**src/rtl/assert_macros.svh**
```systemverilog
// Assertion macros shared by the calculator RTL.
// No dependencies.
`ifndef ASSERT_MACROS_SVH
`define ASSERT_MACROS_SVH
// Implication checked at every clock edge outside reset.
`define ASSERT_IMPLY(label, clk, rst, ante, cons) \
   label: assert property (@(posedge clk) disable iff (rst) (ante) |-> (cons)) \
      else $error("assertion failed");
// Implication whose consequent is checked in the cycle after the antecedent.
`define ASSERT_NEXT(label, clk, rst, ante, cons) \
   label: assert property (@(posedge clk) disable iff (rst) (ante) |=> (cons)) \
      else $error("assertion failed");
`endif

```
**src/rtl/kfc_pkg.sv**
```systemverilog
// Package for the keypad calculator: key codes, modes, command and status types.
// No dependencies.
package kfc_pkg;
   localparam int unsigned DataWidth = 32;
   localparam logic [7:0] KeyPlus  = 8'h2b;
   localparam logic [7:0] KeyMinus = 8'h2d;
   localparam logic [7:0] KeyMul   = 8'h2a;
   localparam logic [7:0] KeyDiv   = 8'h25;
   localparam logic [7:0] KeyEqual = 8'h3d;
   localparam logic [7:0] KeyClear = 8'd13;
   localparam logic [7:0] DigitLimit = 8'd10;
   localparam logic [7:0] AsciiZero = 8'd48;

   localparam logic [1:0] ModeSign    = 2'd0;
   localparam logic [1:0] ModeOperand = 2'd1;
   localparam logic [1:0] ModeResult  = 2'd2;

   localparam logic [1:0] ErrNone    = 2'd0;
   localparam logic [1:0] ErrDivZero = 2'd1;
   localparam logic [1:0] ErrBadKey  = 2'd2;

   // Datapath commands issued by the controller.
   typedef struct packed {
      logic       clear;      // reset all datapath state
      logic       apply;      // apply pending op (non-divide)
      logic       div_start;  // start the iterative divider
      logic       div_step;   // one divider iteration
      logic       div_finish; // write signed quotient to accumulator
      logic       digit_acc;  // operand = operand*10 +/- key
      logic       digit_new;  // operand = +/- key (sign entry)
      logic       digit_fresh;// accumulator = 0, operand = key (result mode)
      logic       set_op;     // pending_op = key, operand and sign to zero
      logic       set_neg;    // sign = negative
      logic [7:0] key;
   } cmd_type;

   typedef struct packed {
      logic       pend_div;  // pending op is divide
      logic       b_zero;    // operand is zero
      logic       sign_neg;  // sign seen
      logic       div_done;  // divider finished its iterations
   } status_type;
endpackage

```
**src/rtl/kfc_datapath.sv**
```systemverilog
// Datapath of the keypad calculator: accumulator, operand, pending op and
// a radix-2 restoring divider. Depends on kfc_pkg.
module kfc_datapath
   import kfc_pkg::*;
#(
   parameter int unsigned Width = DataWidth
) (
   input  logic             clock,
   input  logic             reset,
   input  cmd_type          cmd,
   output status_type       status,
   output logic [Width-1:0] total
);
   localparam int unsigned CntWidth = $clog2(Width + 1);

   logic [Width-1:0] acc_ff, acc_in, opnd_ff, opnd_in;
   logic             neg_ff, neg_in;
   logic [7:0]       op_ff, op_in;
   logic [Width-1:0] rem_ff, rem_in, quo_ff, quo_in, dvs_ff, dvs_in;
   logic             qneg_ff, qneg_in;
   logic [CntWidth-1:0] cnt_ff, cnt_in;
   logic [Width:0]   trial;
   logic [Width-1:0] key_ext, times10;

   assign key_ext = Width'(cmd.key);
   assign times10 = (opnd_ff << 3) + (opnd_ff << 1);
   assign trial   = {rem_ff, quo_ff[Width-1]} - {1'b0, dvs_ff};

   always_comb begin
      acc_in = acc_ff; opnd_in = opnd_ff; neg_in = neg_ff; op_in = op_ff;
      rem_in = rem_ff; quo_in = quo_ff; dvs_in = dvs_ff; qneg_in = qneg_ff;
      cnt_in = cnt_ff;
      if (cmd.clear) begin
         acc_in = '0; opnd_in = '0; neg_in = 1'b0; op_in = KeyPlus;
      end else if (cmd.digit_fresh) begin
         acc_in = '0; opnd_in = key_ext; neg_in = 1'b0; op_in = KeyPlus;
      end else if (cmd.digit_acc) begin
         opnd_in = neg_ff ? times10 - key_ext : times10 + key_ext;
      end else if (cmd.digit_new) begin
         opnd_in = neg_ff ? '0 - key_ext : key_ext;
      end else if (cmd.set_neg) begin
         neg_in = 1'b1;
      end else if (cmd.set_op) begin
         op_in = cmd.key; opnd_in = '0; neg_in = 1'b0;
      end else if (cmd.apply) begin
         case (op_ff)
            KeyPlus:  acc_in = acc_ff + opnd_ff;
            KeyMinus: acc_in = acc_ff - opnd_ff;
            KeyMul:   acc_in = acc_ff * opnd_ff;
            default:  acc_in = acc_ff;
         endcase
      end else if (cmd.div_start) begin
         rem_in  = '0;
         quo_in  = acc_ff[Width-1] ? '0 - acc_ff : acc_ff;
         dvs_in  = opnd_ff[Width-1] ? '0 - opnd_ff : opnd_ff;
         qneg_in = acc_ff[Width-1] ^ opnd_ff[Width-1];
         cnt_in  = CntWidth'(Width);
      end else if (cmd.div_step) begin
         if (!trial[Width]) begin
            rem_in = trial[Width-1:0];
            quo_in = {quo_ff[Width-2:0], 1'b1};
         end else begin
            rem_in = {rem_ff[Width-2:0], quo_ff[Width-1]};
            quo_in = {quo_ff[Width-2:0], 1'b0};
         end
         cnt_in = cnt_ff - 1'b1;
      end else if (cmd.div_finish) begin
         acc_in = qneg_ff ? '0 - quo_ff : quo_ff;
      end
   end

   always_ff @(posedge clock) begin
      if (reset) begin
         acc_ff <= '0; opnd_ff <= '0; neg_ff <= 1'b0; op_ff <= KeyPlus;
         cnt_ff <= '0;
      end else begin
         acc_ff <= acc_in; opnd_ff <= opnd_in; neg_ff <= neg_in; op_ff <= op_in;
         cnt_ff <= cnt_in;
      end
      rem_ff <= rem_in; quo_ff <= quo_in; dvs_ff <= dvs_in; qneg_ff <= qneg_in;
   end

   assign status.pend_div = (op_ff == KeyDiv);
   assign status.b_zero   = (opnd_ff == '0);
   assign status.sign_neg = neg_ff;
   assign status.div_done = (cnt_ff == '0);
   assign total = acc_ff;
endmodule

```
**src/rtl/kfc_control.sv**
```systemverilog
// Controller of the keypad calculator: key decode, entry mode and handshake.
// Depends on kfc_pkg and assert_macros.svh.
`include "assert_macros.svh"
module kfc_control
   import kfc_pkg::*;
(
   input  logic       clock,
   input  logic       reset,
   input  logic       key_valid,
   output logic       key_ready,
   input  logic [7:0] key,
   output logic       rsp_load,
   output logic [1:0] rsp_err,
   output logic       rsp_upd,
   output logic       rsp_echo,
   output logic [7:0] rsp_char,
   output logic       rsp_clr,
   input  logic       rsp_free,
   output cmd_type    cmd,
   input  status_type status
);
   localparam logic [1:0] StIdle = 2'd0;
   localparam logic [1:0] StDiv  = 2'd1;
   localparam logic [1:0] StFin  = 2'd2;

   logic [1:0] state_ff, state_in, mode_ff, mode_in;
   logic [7:0] key_ff, key_in;
   logic       accept, is_digit, is_eq;

   assign key_ready = (state_ff == StIdle) && rsp_free;
   assign accept    = key_valid && key_ready;
   assign is_digit  = key < DigitLimit;
   assign is_eq     = key == KeyEqual;

   always_comb begin
      state_in = state_ff; mode_in = mode_ff; key_in = key_ff;
      cmd = '0; cmd.key = key;
      rsp_load = 1'b0; rsp_err = ErrNone; rsp_upd = 1'b0;
      rsp_echo = 1'b0; rsp_clr = 1'b0;
      rsp_char = is_digit ? key + AsciiZero : key;
      case (state_ff)
         StIdle: begin
            if (accept) begin
               if (key == KeyClear) begin
                  cmd.clear = 1'b1; rsp_clr = 1'b1; rsp_load = 1'b1;
                  mode_in = ModeSign;
               end else if (mode_ff == ModeOperand) begin
                  if (is_digit) begin
                     cmd.digit_acc = 1'b1; rsp_echo = 1'b1; rsp_load = 1'b1;
                  end else if (status.pend_div) begin
                     if (status.b_zero) begin
                        cmd.clear = 1'b1; rsp_clr = 1'b1; rsp_err = ErrDivZero;
                        rsp_load = 1'b1; mode_in = ModeSign;
                     end else begin
                        cmd.div_start = 1'b1; key_in = key; state_in = StDiv;
                     end
                  end else begin
                     cmd.apply = 1'b1; rsp_upd = 1'b1; rsp_echo = !is_eq;
                     rsp_load = 1'b1; state_in = StFin; key_in = key;
                  end
               end else if (mode_ff == ModeResult) begin
                  if (is_digit) begin
                     cmd.digit_fresh = 1'b1; mode_in = ModeOperand;
                  end else begin
                     cmd.set_op = 1'b1; mode_in = is_eq ? ModeResult : ModeSign;
                  end
                  rsp_echo = !is_eq; rsp_load = 1'b1;
               end else begin
                  if (is_digit) begin
                     cmd.digit_new = 1'b1; mode_in = ModeOperand;
                     rsp_echo = 1'b1; rsp_load = 1'b1;
                  end else if (key == KeyMinus && !status.sign_neg) begin
                     cmd.set_neg = 1'b1; rsp_echo = 1'b1; rsp_load = 1'b1;
                  end else begin
                     cmd.clear = 1'b1; rsp_clr = 1'b1; rsp_err = ErrBadKey;
                     rsp_load = 1'b1; mode_in = ModeSign;
                  end
               end
            end
         end
         StDiv: begin
            cmd.key = key_ff;
            if (status.div_done) begin
               cmd.div_finish = 1'b1; state_in = StFin;
            end else begin
               cmd.div_step = 1'b1;
            end
         end
         StFin: begin
            // Accumulator is final; store the new pending op and respond.
            cmd.key = key_ff; cmd.set_op = 1'b1; state_in = StIdle;
            mode_in = (key_ff == KeyEqual) ? ModeResult : ModeSign;
            rsp_load = 1'b1; rsp_upd = 1'b1; rsp_echo = key_ff != KeyEqual;
            rsp_char = key_ff;
         end
         default: state_in = StIdle;
      endcase
   end

   always_ff @(posedge clock) begin
      if (reset) begin
         state_ff <= StIdle; mode_ff <= ModeSign;
      end else begin
         state_ff <= state_in; mode_ff <= mode_in;
      end
      key_ff <= key_in;
   end

   // An apply response in idle is replaced by the one from the finish state.
   logic rsp_load_q;
   assign rsp_load_q = rsp_load && !(state_ff == StIdle && state_in == StFin);

   `ASSERT_IMPLY(a_div_only_nonzero, clock, reset, cmd.div_start, !status.b_zero)
   `ASSERT_NEXT(a_fin_returns, clock, reset, state_ff == StFin, state_ff == StIdle)
   `ASSERT_IMPLY(a_no_accept_busy, clock, reset, state_ff != StIdle, !key_ready)
   `ASSERT_IMPLY(a_load_once, clock, reset, rsp_load_q, !(cmd.div_start))
endmodule

```
**src/rtl/keypad_four_function_calculator_core.sv**
```systemverilog
// Top level of the keypad calculator; joins kfc_control and kfc_datapath.
// Depends on kfc_pkg, kfc_control and kfc_datapath.
//
// The core takes one key code per transfer and returns one result per key.
// These keys are answered straight from the idle state: digit keys, sign
// keys, clear, keys in showing-result mode, bad keys and divide by zero.
// Keys that apply a pending '+', '-', '*' or unknown operator are answered
// from the finish state. A divide passes through the divide state and then
// the finish state; it runs on the radix-2 restoring divider, which retires
// one quotient bit per cycle over Width iterations. One key is in work at a
// time. A new key is accepted only when the controller is idle, no result is
// on its way into the output register, and that register is empty or its
// result is being taken in the same cycle.
module keypad_four_function_calculator_core
   import kfc_pkg::*;
#(
   parameter int unsigned Width = DataWidth
) (
   input  logic              clock,
   input  logic              reset,
   input  logic              req_tvalid,
   output logic              req_tready,
   input  logic [7:0]        req_tdata,   // [7:0] key
   output logic              rsp_tvalid,
   input  logic              rsp_tready,
   // [Width-1:0] total, [Width] total_updated, [Width+2:Width+1] error_code,
   // [Width+10:Width+3] echo_char, [Width+11] echo_valid, [Width+12] cleared,
   // [Width+15:Width+13] zero
   output logic [Width+15:0] rsp_tdata
);
   cmd_type    cmd;
   status_type status;
   logic       load, upd, echo, clr, vld_ff, vld_in, pend_ff, pend_in;
   logic [1:0] err;
   logic [7:0] chr;
   logic [Width-1:0] total;
   logic [12:0] meta_ff, meta_in;
   logic       free;

   // The output register can take a new result when none is on its way in
   // and it is empty or being drained this cycle.
   assign free = !pend_ff && (!vld_ff || rsp_tready);

   kfc_control u_ctrl (
      .clock, .reset,
      .key_valid(req_tvalid), .key_ready(req_tready), .key(req_tdata),
      .rsp_load(load), .rsp_err(err), .rsp_upd(upd), .rsp_echo(echo),
      .rsp_char(chr), .rsp_clr(clr), .rsp_free(free),
      .cmd, .status
   );

   kfc_datapath #(.Width(Width)) u_dp (
      .clock, .reset, .cmd, .status, .total
   );

   // A load in the idle state that starts an apply is only a marker; the
   // real result comes from the finish state in the next cycle. A result is
   // registered in the pending flag and then in the valid flag, once the
   // accumulator is final. The accumulator then holds until the result is taken,
   // since no key is accepted before that.
   assign pend_in = load && !cmd.apply;
   assign meta_in = {clr, echo, echo ? chr : 8'd0, err, upd};
   assign vld_in  = pend_ff || (vld_ff && !rsp_tready);

   always_ff @(posedge clock) begin
      if (reset) begin
         vld_ff <= 1'b0; pend_ff <= 1'b0;
      end else begin
         vld_ff <= vld_in; pend_ff <= pend_in;
      end
      if (pend_in) meta_ff <= meta_in;
   end

   assign rsp_tvalid = vld_ff;
   assign rsp_tdata  = {3'b000, meta_ff, total};
endmodule
```
**config.mk**
```make
export PLATFORM = sky130hd
export DESIGN_NAME = keypad_four_function_calculator_core
export DESIGN_NICKNAME = d
export VERILOG_FILES = /design/src/rtl/kfc_pkg.sv /design/src/rtl/kfc_datapath.sv /design/src/rtl/kfc_control.sv /design/src/rtl/keypad_four_function_calculator_core.sv
export VERILOG_INCLUDE_DIRS = /design/src /design/src/rtl
export SDC_FILE = /design/constraint.sdc
export NUM_CORES = 2
export LEC_CHECK = 0
export ABC_CLOCK_PERIOD_IN_PS = 20200
export BUFFER_PORTS_ARGS = -buffer_cell sky130_fd_sc_hd__buf_2
export CAP_MARGIN = 40
export CORE_MARGIN = 3
export CORE_UTILIZATION = 55
export CTS_BUF_LIST = sky130_fd_sc_hd__clkbuf_8
export DETAILED_ROUTE_END_ITERATION = 6
export HOLD_SLACK_MARGIN = 0.06
export PLACE_DENSITY_LB_ADDON = 0.05
export SLEW_MARGIN = 20
export SYNTH_ARGS = -nofsm -noshare
export SYNTH_HDL_FRONTEND = slang
export SYNTH_SLANG_ARGS = --single-unit
```
**constraint.sdc**
```tcl
create_clock -name clock -period 20.2 [get_ports clock]
set_clock_uncertainty 0.15 [all_clocks]
set_input_delay 4.04 -clock clock [delete_from_list [all_inputs] [get_ports clock]]
set_output_delay 4.04 -clock clock [all_outputs]
set_load 0.005 [all_outputs]
```
==> flow_metrics.tcl <==
set metrics [dict create \
    path_class "in -> out" \
    antenna_found_initial 7 \
    slew_violations 0 \
    die_y_um 253 \
    max_cap_violations 0 \
    layout-drive-gt1-share 0.0703 \
    synth_cell_type_count 97 \
    gp_congestion 0.959 \
    min-delay-path-class "reg -> reg" \
    syn_avg_cell_area_um2 8.55 \
    whs_path_depth 2 \
    io_pins 62 \
    r2r-end "u_dp.total[31]" \
    min_from "pend_ff" \
    clkSlewWorstSetupHoldPaths_ns 0.06 \
    syn_area_um2 33500 \
    max_slew_margin 0.416 \
    worstMarginPinSlew_ns 0.874 \
    grt_usage 0.326 \
    dp_hpwl_um 77600 \
    clockBufferDepth 3 \
    dr.pass1.iters 6 \
    initial_core_util 0.562 \
    r2r_cells 25 \
    syn_to_final_growth_pct 6.35 \
    ctsRootBufferMaster "clkbuf_8" \
    clkLatencyLatePin_ns 0.60 \
    die-area_um2 63900 \
    routed_via_density 6.07 \
    netlist_instances 3918 \
    grt_overflow_total 0 \
    fillCellCount 5381 \
    grt_start_max_net_pins 68 \
    status "finished, final reports clean" \
    cts_tree "built" \
    htree_num_levels 2 \
    synth-async-reset-ratio 0 \
    reg2reg_slack_ns 11.80 \
    synth_top_flop_cell "edfxtp_1" \
    utilization 0.597 \
    nets 4549 \
    ant_nets 0 \
    grt_pass1_vias 28800 \
    ys_seq_area_frac 0.156 \
    wire_per_inst_um 22.0 \
    finalSetupViolCount 0 \
    tns_ns 0 \
    crit_required_ns 16.01 \
    hold_buffers 0 \
    ir_drop_uv 35.1 \
    port_buffers 58 \
    path_max_fanout 3 \
    numCtsBuffers 39 \
    post_cts_buffers 0 \
    finalCriticalPeriod_ns 8.81 \
    final_hold_viol_count 0 \
    rsz0062_at_grt "no" \
    hold_end "rsp_tvalid" \
    start_kind "input port" \
    holdWs_ns 0.328 \
    totalWireLength_um 103000 \
    ctsResizeCount 0 \
    p_leak_nw 16.1 \
    finalCritPeriodShare 0.436 \
    drcViolationCount 0 \
    instances_no_fill 4691 \
    synth-edff-count 118 \
    clock_sinks 203 \
    grt_pass1_wl_um 162000 \
    r2r-start "u_dp.opnd_ff[6]" \
    core-area_um2 59700 \
    ys_ff_latch 203 \
    fmax_mhz 114 \
    rows 89 \
    first_iter_violations 2616 \
    ys_warn_count 0 \
    crit_path_end_kind "output port" \
    die_w_um 253 \
    crit_arrival_ns 4.62 \
    dp.cells 4612 \
    powerDensity_nw_per_um2 32.2 \
    via_count 28500 \
]
==> synthesized netlist by cell type (7+ instances only) <==
cell type	n	share of area
mux2i_1	46	0.014
and3_1	13	0.0024
nand2_1	444	0.050
o21a_1	27	0.0060
xor2_1	121	0.032
ha_1	242	0.090
a31oi_1	22	0.0041
fa_1	413	0.25
a21oi_1	162	0.024
nand3b_1	7	0.0016
and2_1	316	0.059
clkbuf_1	183	0.020
nand3_1	42	0.0063
xnor2_1	192	0.050
buf_1	11	0.0012
o2111ai_1	8	0.0021
edfxtp_1	118	0.11
or2_2	16	0.0030
buf_2	24	0.0036
a211oi_1	34	0.0076
o22ai_1	15	0.0028
a21o_1	43	0.0096
inv_1	517	0.058
o221ai_1	7	0.0018
o211ai_1	41	0.0092
o31ai_1	33	0.0074
o21bai_1	16	0.0036
nor4_1	19	0.0035
nor2_1	216	0.024
o41ai_1	19	0.0050
o21ai_0	151	0.023
nand4_1	27	0.0050
dfxtp_1	85	0.051
or3_1	26	0.0049
or4_1	17	0.0038
nand2b_1	23	0.0043
nor2b_1	27	0.0050
nor3_1	53	0.0079
a221oi_1	21	0.0055
==> stage by stage <==
stage          total power [mW]  cell area [um2]  setup WS, ns
6_report                   1.15            35600         11.39
3_5_place_dp              0.644            34700         11.39
3_3_place_gp              0.641            34500         11.36
4_1_cts                    1.15            35600         11.39
2_1_floorplan             0.590            33500         10.56
5_1_grt                    1.19            35600         11.30
==> registers in the layout (all words and copies together) (netlist names) <==
| name | cells |
|---|---|
| u_dp.quo_ff | 32 |
| pend_ff | 1 |
| u_dp.cnt_ff | 6 |
| u_dp.opnd_ff | 32 |
| u_ctrl.mode_ff | 2 |
| meta_ff | 13 |
| u_dp.rem_ff | 32 |
| u_dp.dvs_ff | 32 |
| u_dp.qneg_ff | 1 |
| rsp_tvalid | 1 |
| u_dp.neg_ff | 1 |
| u_ctrl.key_ff | 8 |
| u_dp.op_ff | 8 |
| u_ctrl.state_ff | 2 |
| u_dp.total | 32 |
==> report_power, final <==
| part | internal (mW) | leakage [nW] | switching (mW) | total, mW |
|---|---|---|---|---|
| registers | 0.444 | 1.82 | 0.00368 | 0.448 |
| clock network | 0.299 | 0.506 | 0.208 | 0.506 |
| logic | 0.0695 | 13.8 | 0.122 | 0.192 |
==> cell usage in the layout, fill, tap and decap left out, types with 15 or more instances in the layout <==
| cell type | n |
|---|---|
| a211oi_1 | 34 |
| a21o_1 | 43 |
| a21oi_1 | 162 |
| a221oi_1 | 21 |
| a31oi_1 | 22 |
| and2_1 | 316 |
| buf_2 | 59 |
| buf_4 | 73 |
| clkbuf_8 | 46 |
| dfxtp_1 | 83 |
| edfxtp_1 | 118 |
| fa_1 | 413 |
| ha_1 | 242 |
| inv_1 | 524 |
| mux2i_1 | 46 |
| nand2_1 | 443 |
| nand2b_1 | 23 |
| nand3_1 | 42 |
| nand4_1 | 27 |
| nor2_1 | 212 |
| nor2b_1 | 27 |
| nor3_1 | 52 |
| nor4_1 | 19 |
| o211ai_1 | 41 |
| o21a_1 | 27 |
| o21ai_0 | 151 |
| o21bai_1 | 16 |
| o22ai_1 | 15 |
| o31ai_1 | 33 |
| o41ai_1 | 19 |
| or2_2 | 16 |
| or3_1 | 25 |
| or4_1 | 17 |
| xnor2_1 | 192 |
| xor2_1 | 121 |
==> layout make-up <==
type / count / area, um2 / area share
Antenna cell: 5 / 12.5 / 0.000351
Clock buffer: 46 / 633 / 0.0178
Clock inverter: 26 / 300 / 0.00842
Inverter: 518 / 1940 / 0.0546
Multi-Input combinational cell: 2976 / 25500 / 0.715
Sequential cell: 203 / 5250 / 0.147
Tap cell: 773 / 967 / 0.0271
Timing Repair Buffer: 144 / 1050 / 0.0296
==> worst max-delay path, stage by stage <==
cell and delay, ns:
buf_2 0.07, inv_1 0.03, a21oi_1 0.21, and2_1 0.16, buf_2 0.10
==> per-layer routing <==
metal | GRT usage | wire length [um] | vias to the layer above
met5 | 0 | 12 | -
met3 | 0.0543 | 8440 | 224
met4 | 0.104 | 3470 | 2
met1 | 0.441 | 43300 | 14200
met2 | 0.538 | 48000 | 1222
li1 | - | - | 12800
==> cell families after synthesis <==
group                      after synthesis  share of synthesized area
and+or+nand+nor                       1280                      0.190
buffers and inverters                  741                     0.0846
AOI/OAI and AO/OA                      677                      0.136
adders and majority gates              655                      0.337
xor gates and xnor gates               314                     0.0823
DFF                                    203                      0.156
muxes                                   47                     0.0141
other                                    1                   0.000112
==> worst max path at each step <==
stage | slack (ns) | cells past startpoint | end | start
floorplan | 10.56 | 14 | u_dp.cnt_ff[4] | req_tdata[4]
finish | 11.39 | 5 | req_tready | rsp_tready
global route | 11.30 | 5 | req_tready | rsp_tready
CTS | 11.39 | 5 | req_tready | rsp_tready
detailed placement | 11.39 | 5 | req_tready | rsp_tready
global placement | 11.36 | 5 | req_tready | rsp_tready
No activity file was read; power rests on OpenSTA's default activity.
